File: config.mk
export PLATFORM = sky130hd
export DESIGN_NAME = length_prefixed_xor_frame_receiver_unit
export DESIGN_NICKNAME = d
export VERILOG_FILES = /design/src/rtl/lpxr_pkg.sv /design/src/rtl/lpxr_ram.sv /design/src/rtl/lpxr_rx.sv /design/src/rtl/lpxr_tx.sv /design/src/rtl/length_prefixed_xor_frame_receiver_unit.sv
export SDC_FILE = /design/constraint.sdc
export NUM_CORES = 1
export LEC_CHECK = 0
export ABC_AREA = 1
export BUFFER_PORTS_ARGS = -buffer_cell sky130_fd_sc_hd__buf_2
export CORE_ASPECT_RATIO = 0.7
export CORE_UTILIZATION = 53
export CTS_BUF_LIST = sky130_fd_sc_hd__clkbuf_16
export DETAILED_ROUTE_END_ITERATION = 6
export PLACE_DENSITY = 0.72
export SYNTH_ARGS = -nofsm -noshare
export SYNTH_HDL_FRONTEND = slang
export SYNTH_HIERARCHICAL = 1
export SYNTH_SLANG_ARGS = --single-unit
File: constraint.sdc
create_clock -name clock -period 4.8 [get_ports clock]
set_input_delay 0.24 -clock clock [delete_from_list [all_inputs] [get_ports clock]]
set_output_delay 0.24 -clock clock [all_outputs]
set_load 0.01 [all_outputs]
File: src/rtl/lpxr_pkg.sv
`default_nettype none

package lpxr_pkg;

   localparam int HEADER_BYTES = 4;
   localparam int MAX_PAYLOAD = 32;
   localparam int LENGTH_INDEX = 3;
   localparam int FRAME_DEPTH = HEADER_BYTES + MAX_PAYLOAD + 1;

   localparam int BYTE_W = 8;
   localparam int ADDR_W = $clog2(FRAME_DEPTH);
   localparam int POS_W = 6;
   localparam int TOTAL_W = BYTE_W + 1;
   localparam int RSP_DATA_W = 16;

   typedef struct packed {
      logic valid;
      logic [ADDR_W-1:0] last_addr;
   } lpxr_start_type;

endpackage

`default_nettype wire

File: src/rtl/lpxr_ram.sv
`default_nettype none

module lpxr_ram #(
   parameter int WIDTH = 8,
   parameter int DEPTH = 37
) (
   input  wire logic                     clock,
   input  wire logic                     wr_en,
   input  wire logic [$clog2(DEPTH)-1:0] wr_addr,
   input  wire logic [WIDTH-1:0]         wr_data,
   input  wire logic                     rd_en,
   input  wire logic [$clog2(DEPTH)-1:0] rd_addr,
   output logic      [WIDTH-1:0]         rd_data
);

   logic [WIDTH-1:0] mem_ff [DEPTH];
   logic [WIDTH-1:0] rd_data_ff;

   always_ff @(posedge clock) begin
      if (wr_en) begin
         mem_ff[wr_addr] <= wr_data;
      end
      if (rd_en) begin
         rd_data_ff <= mem_ff[rd_addr];
      end
   end

   assign rd_data = rd_data_ff;

endmodule

`default_nettype wire

File: src/rtl/lpxr_rx.sv
`default_nettype none

module lpxr_rx (
   input  wire logic                          clock,
   input  wire logic                          reset,
   input  wire logic                          accept,
   input  wire logic [lpxr_pkg::BYTE_W-1:0]   rx_byte,
   output logic                               wr_en,
   output logic      [lpxr_pkg::ADDR_W-1:0]   wr_addr,
   output logic      [lpxr_pkg::BYTE_W-1:0]   wr_data,
   output lpxr_pkg::lpxr_start_type           start
);

   logic [lpxr_pkg::ADDR_W-1:0]  count_ff, count_in;
   logic [lpxr_pkg::BYTE_W-1:0]  check_ff, check_in;
   logic [lpxr_pkg::BYTE_W-1:0]  length_ff, length_in;
   logic [lpxr_pkg::ADDR_W-1:0]  count_next;
   logic [lpxr_pkg::BYTE_W-1:0]  length_eff;
   logic [lpxr_pkg::TOTAL_W-1:0] total;
   logic                         at_length;
   logic                         too_long;
   logic                         frame_done;

   always_comb begin
      count_next = count_ff + lpxr_pkg::ADDR_W'(1);
      at_length  = (count_ff == lpxr_pkg::ADDR_W'(lpxr_pkg::LENGTH_INDEX));
      length_eff = at_length ? rx_byte : length_ff;
      too_long   = at_length && (rx_byte > lpxr_pkg::BYTE_W'(lpxr_pkg::MAX_PAYLOAD));
      total      = lpxr_pkg::TOTAL_W'(lpxr_pkg::HEADER_BYTES) +
                   lpxr_pkg::TOTAL_W'(length_eff) + lpxr_pkg::TOTAL_W'(1);
      frame_done = (count_next >= lpxr_pkg::ADDR_W'(lpxr_pkg::HEADER_BYTES)) &&
                   (lpxr_pkg::TOTAL_W'(count_next) == total);

      count_in  = count_ff;
      check_in  = check_ff;
      length_in = length_eff;
      start.valid     = 1'b0;
      start.last_addr = count_ff;

      if (accept) begin
         priority if (too_long || frame_done) begin
            count_in    = '0;
            check_in    = '0;
            start.valid = frame_done && !too_long && (rx_byte == check_ff);
         end else begin
            count_in = count_next;
            check_in = check_ff ^ rx_byte;
         end
      end else begin
         length_in = length_ff;
      end
   end

   assign wr_en   = accept;
   assign wr_addr = count_ff;
   assign wr_data = rx_byte;

   always_ff @(posedge clock) begin
      if (reset) begin
         count_ff  <= '0;
         check_ff  <= '0;
         length_ff <= '0;
      end else begin
         count_ff  <= count_in;
         check_ff  <= check_in;
         length_ff <= length_in;
      end
   end

   // the count never runs past the end of the store
   a_count_bound: assert property (@(posedge clock) disable iff (reset)
      count_ff < lpxr_pkg::ADDR_W'(lpxr_pkg::FRAME_DEPTH))
      else $error("frame count beyond store depth");

   a_start_restarts: assert property (@(posedge clock) disable iff (reset)
      start.valid |=> (count_ff == '0) && (check_ff == '0))
      else $error("receiver did not restart after a good frame");

   a_overlong_drop: assert property (@(posedge clock) disable iff (reset)
      (accept && too_long) |-> !start.valid)
      else $error("overlong frame started emission");

endmodule

`default_nettype wire

File: src/rtl/lpxr_tx.sv
`default_nettype none

module lpxr_tx (
   input  wire logic                              clock,
   input  wire logic                              reset,
   input  wire lpxr_pkg::lpxr_start_type          start,
   output logic                                   rd_en,
   output logic      [lpxr_pkg::ADDR_W-1:0]       rd_addr,
   input  wire logic [lpxr_pkg::BYTE_W-1:0]       rd_data,
   output logic                                   busy,
   output logic                                   rsp_tvalid,
   input  wire logic                              rsp_tready,
   output logic      [lpxr_pkg::RSP_DATA_W-1:0]   rsp_tdata,
   output logic                                   rsp_tlast
);

   localparam logic [1:0] ST_IDLE = 2'd0;
   localparam logic [1:0] ST_LOAD = 2'd1;
   localparam logic [1:0] ST_SEND = 2'd2;

   logic [1:0]                   state_ff, state_in;
   logic [lpxr_pkg::ADDR_W-1:0]  ptr_ff, ptr_in;
   logic [lpxr_pkg::ADDR_W-1:0]  last_ff, last_in;
   logic [lpxr_pkg::BYTE_W-1:0]  data_ff, data_in;
   logic                         is_last;
   logic                         taken;

   always_comb begin
      is_last  = (ptr_ff == last_ff);
      taken    = (state_ff == ST_SEND) && rsp_tready;
      state_in = state_ff;
      ptr_in   = ptr_ff;
      last_in  = last_ff;
      data_in  = data_ff;
      rd_en    = 1'b0;
      rd_addr  = ptr_ff + lpxr_pkg::ADDR_W'(1);

      unique case (state_ff)
         ST_IDLE: begin
            if (start.valid) begin
               rd_en    = 1'b1;
               rd_addr  = '0;
               ptr_in   = '0;
               last_in  = start.last_addr;
               state_in = ST_LOAD;
            end
         end
         ST_LOAD: begin
            data_in  = rd_data;
            state_in = ST_SEND;
         end
         ST_SEND: begin
            if (taken) begin
               if (is_last) begin
                  state_in = ST_IDLE;
               end else begin
                  rd_en    = 1'b1;
                  ptr_in   = ptr_ff + lpxr_pkg::ADDR_W'(1);
                  state_in = ST_LOAD;
               end
            end
         end
         default: begin
            state_in = ST_IDLE;
         end
      endcase
   end

   always_ff @(posedge clock) begin
      if (reset) begin
         state_ff <= ST_IDLE;
      end else begin
         state_ff <= state_in;
      end
      ptr_ff  <= ptr_in;
      last_ff <= last_in;
      data_ff <= data_in;
   end

   assign busy       = (state_ff != ST_IDLE);
   assign rsp_tvalid = (state_ff == ST_SEND);
   assign rsp_tlast  = is_last;
   assign rsp_tdata  = {{(lpxr_pkg::RSP_DATA_W - lpxr_pkg::POS_W - lpxr_pkg::BYTE_W){1'b0}},
                        lpxr_pkg::POS_W'(ptr_ff), data_ff};

   a_start_when_idle: assert property (@(posedge clock) disable iff (reset)
      start.valid |-> (state_ff == ST_IDLE))
      else $error("frame start while emitting");

   a_ptr_bound: assert property (@(posedge clock) disable iff (reset)
      rsp_tvalid |-> (ptr_ff <= last_ff))
      else $error("emit position past frame end");

   a_next_fetch: assert property (@(posedge clock) disable iff (reset)
      (rsp_tvalid && rsp_tready && !rsp_tlast) |=> ((state_ff == ST_LOAD)
      && (ptr_ff == $past(ptr_ff) + lpxr_pkg::ADDR_W'(1))))
      else $error("next frame byte not fetched");

endmodule

`default_nettype wire

File: src/rtl/length_prefixed_xor_frame_receiver_unit.sv
`default_nettype none

// channel  dir  tdata fields (low bit up)                          tuser  tlast
// req      in   rx_byte[7:0]                                       -      -
// rsp      out  frame_byte[7:0], byte_position[13:8], zero[15:14]  -      frame_end
//
// a request byte is taken whenever req_tready is high, as it is while a frame is received
// a good frame is sent from the frame store with one ram read and one output
// load per byte; req_tready is low until the last byte is taken
// a stalled rsp holds its byte and position; the store read waits on rsp_tready
// reset clears the counters and returns the emitter to idle; frame store contents are not cleared

module length_prefixed_xor_frame_receiver_unit (
   input  wire logic                                clock,
   input  wire logic                                reset,
   input  wire logic                                req_tvalid,
   output logic                                     req_tready,
   input  wire logic [lpxr_pkg::BYTE_W-1:0]         req_tdata,   // rx_byte
   output logic                                     rsp_tvalid,
   input  wire logic                                rsp_tready,
   output logic      [lpxr_pkg::RSP_DATA_W-1:0]     rsp_tdata,   // frame_byte, byte_position
   output logic                                     rsp_tlast    // frame_end
);

   logic                          accept;
   logic                          busy;
   logic                          wr_en;
   logic [lpxr_pkg::ADDR_W-1:0]   wr_addr;
   logic [lpxr_pkg::BYTE_W-1:0]   wr_data;
   logic                          rd_en;
   logic [lpxr_pkg::ADDR_W-1:0]   rd_addr;
   logic [lpxr_pkg::BYTE_W-1:0]   rd_data;
   lpxr_pkg::lpxr_start_type      start;

   assign req_tready = !busy;
   assign accept     = req_tvalid && req_tready;

   lpxr_rx u_rx (
      .clock   (clock),
      .reset   (reset),
      .accept  (accept),
      .rx_byte (req_tdata),
      .wr_en   (wr_en),
      .wr_addr (wr_addr),
      .wr_data (wr_data),
      .start   (start)
   );

   lpxr_ram #(
      .WIDTH (lpxr_pkg::BYTE_W),
      .DEPTH (lpxr_pkg::FRAME_DEPTH)
   ) u_store (
      .clock   (clock),
      .wr_en   (wr_en),
      .wr_addr (wr_addr),
      .wr_data (wr_data),
      .rd_en   (rd_en),
      .rd_addr (rd_addr),
      .rd_data (rd_data)
   );

   lpxr_tx u_tx (
      .clock      (clock),
      .reset      (reset),
      .start      (start),
      .rd_en      (rd_en),
      .rd_addr    (rd_addr),
      .rd_data    (rd_data),
      .busy       (busy),
      .rsp_tvalid (rsp_tvalid),
      .rsp_tready (rsp_tready),
      .rsp_tdata  (rsp_tdata),
      .rsp_tlast  (rsp_tlast)
   );

endmodule

`default_nettype wire

==> flow_metrics.tcl <==
set metrics [dict create \
    status "finished, final reports clean" \
    vias 10515 \
    post_cts_resized 0 \
    synth.distinct_cells 35 \
    drv_slew 0 \
    layout_common_cells "nand2_1, edfxtp_1, nand3_1" \
    numCtsBuffers 34 \
    cts_max_level 2 \
    crit_type "reg2reg" \
    drv_cap 0 \
    insertion_delay_ns 0.53 \
    fmax_mhz 225 \
    routabilityCongestion 0.899 \
    grt-ovfl-total 0 \
    drt_wl_total_um 37300 \
    power_density_nw_per_um2 372 \
    grt_pass1_vias 9682 \
    cp_slowest_stage_delay_ns 0.59 \
    final_layout_size_suffix_gt1_share_pct 9.30 \
    post-cts-setup-buffers 0 \
    p_int_w 0.00493 \
    r2r_start "u_rx/wr_addr[3]" \
    ir_drop_uv 273 \
    place_inst 1763 \
    layout-area-overhead-vs-synth_pct 10.1 \
    final_cells 1823 \
    hold_ws_ns 0.0335 \
    grt_max_degree 73 \
    power_frac_clock_pct 42.8 \
    synth.avg_cell_area_um2 10.7 \
    die_width_um 204 \
    critPathRequiredTime_ns 5.06 \
    rows 51 \
    cp_max_fo 57 \
    fin_skew_ns 0.0211 \
    r2r-end "u_store/rd_data[2]" \
    tightest_slew_ns 0.970 \
    switching_share_pct 20.5 \
    grt_pass1_wl_um 57300 \
    fin_nets 1444 \
    worstPathArrival_ns 4.71 \
    n_antenna_cell 0 \
    comb_power_share_pct 3.2 \
    root_buffer "clkbuf_16" \
    antenna_found_initial 1 \
    start_kind "flop" \
    endpoint "u_store/rd_data[2]" \
    final.setup.tns_ns 0 \
    cts.sink_count 348 \
    drt_iter0_drc 1439 \
    port_buffers 28 \
    cp.depth 27 \
    first_pass_iters 6 \
    slew_headroom_pct 35.1 \
    total_switching_power_w 0.00127 \
    mostFrequentLayoutCell "nand2_1" \
    synthCells 1417 \
    cts_tree "done" \
    r2r_cells 27 \
    synth.largest_area_cell "edfxtp_1" \
    crit_slowest_cell "dfxtp_1" \
    syn-cell-area_um2 15100 \
    rsz0062_at_grt "no" \
    ant_nets 0 \
    synth_top_area_share_pct 64.3 \
    routedWlPerCell_um 20.5 \
    leakagePower_nw 6.24 \
    via_per_inst 5.77 \
    critPathTopFamily "simple AND/OR/NAND/NOR gates" \
    cp_num_buf_inv 6 \
    sequentialPowerShare_pct 53.9 \
    path_common_cell "nand2_1" \
    post-route-period-util_pct 92.7 \
    clockBufferDepth 3 \
    dieArea_um2 29200 \
    track_usage_pct 26.4 \
    cp-startpoint "u_rx/wr_addr[3]" \
    hold_buffers 0 \
    yosysSeqAreaShare_pct 67.5 \
    num_io_pins 31 \
    finalSetupViolCount 0 \
    cp-end-kind "flop" \
    die_y_um 143 \
    finalHoldViolCount 0 \
    ys_warn_count 6 \
    holdCritPathClass "in2reg" \
    core-area_um2 27900 \
    ys_ff_latch 348 \
    synth_area_leaders "edfxtp_1, nand2_1, nand3_1" \
    drc_errors 0 \
    fin_util_pct 59.6 \
    reg2reg_slack_ns 0.35 \
    hpwl_um 22700 \
    min_period_ns 4.45 \
    initial_core_util_pct 54.1 \
    clk_pin_slew_ns 0.06 \
]
tightest hold or removal path, delay by kind of cell:
family          cells  cell delay (ns)
compound gates      1             0.06
buf+inv             2             0.11
simple gates        1             0.09
per-layer routing:
metal / global-route usage, % / wire length [µm] / share of wire [%] / vias to the layer above
li1: - / - / - / 4874
met1: 40.2 / 16800 / 45 / 5090
met2: 38.0 / 16100 / 43 / 489
met3: 6.17 / 3760 / 10 / 60
met4: 6.81 / 692 / 1.9 / 2
met5: 0 / 13 / 0.035 / -
state kept, by name (all words and copies together), names as in the netlist:
name,flops
u_rx/check_ff,8
u_rx/length_ff,8
u_rx/wr_addr,6
u_store/mem_ff,296
u_store/rd_data,8
u_tx/data_ff,8
u_tx/last_ff,6
u_tx/ptr_ff,6
u_tx/state_ff,2
layout make-up:
class / instances / area [µm²]
fill: 2258 / 11300
timing repair buffer: 62 / 458
clock inverter: 23 / 181
sequential: 348 / 10200
inverter: 75 / 284
multi-input combinational: 907 / 4130
clock buffer: 37 / 926
tap: 371 / 464
power groups by stage:
stage	Sequential, W	Combinational, W	Clock, W
finish	0.00334	0.000201	0.00266
global route	0.00334	0.000219	0.00282
CTS	0.00334	0.000198	0.00271
detailed placement	0.00341	0.000197	0
global placement	0.00341	0.000193	0
floorplan	0.00341	0.000125	0
cell families after synthesis:
logic type | after synthesis | synth area share, %
AOI/OAI and AO/OA | 68 | 2.66
xor gates and xnor gates | 15 | 0.868
adders and majority gates | 4 | 0.331
buffers and inverters | 163 | 5.34
DFF | 348 | 67.5
other | 1 | 0.0248
and+or+nand+nor | 818 | 23.3
how the worst min path moves through the flow:
stage / from / endpoint / slack (ns) / depth (start not counted)
after global placement: u_store/rd_data[2] / u_tx/data_ff[2] / 0.45 / 0
after floorplan: reset / u_tx/state_ff[1] / 0.31 / 1
after CTS: rsp_tready / u_tx/state_ff[1] / 0.02 / 4
after global routing: rsp_tready / u_tx/state_ff[1] / 0.05 / 4
after detailed placement: u_store/rd_data[2] / u_tx/data_ff[2] / 0.45 / 0
final: rsp_tready / u_tx/state_ff[1] / 0.03 / 4
metrics by stage:
stage | cell area, µm² | worst slack (ns) | total power [W]
floorplan | 15100 | 0.977 | 0.00353
global placement | 15500 | 0.652 | 0.00360
detailed placement | 15500 | 0.488 | 0.00361
CTS | 16700 | 0.467 | 0.00625
global route | 16700 | 0.0766 | 0.00639
finish | 16700 | 0.351 | 0.00620
cells in the mapped netlist (all sizes together):
cell type / instances
nor4: 4
clkbuf: 15
nor3: 7
clkinv: 1
o21ai: 27
dfxtp: 24
buf: 73
nand2: 444
xor2: 11
o31ai: 1
or2: 1
ha: 4
o221ai: 8
a21oi: 22
o211ai: 9
nand3: 248
nand4: 16
inv: 74
conb: 1
xnor2: 4
o21bai: 1
edfxtp: 324
nor2: 98
No activity file was read; power rests on OpenSTA's default activity.
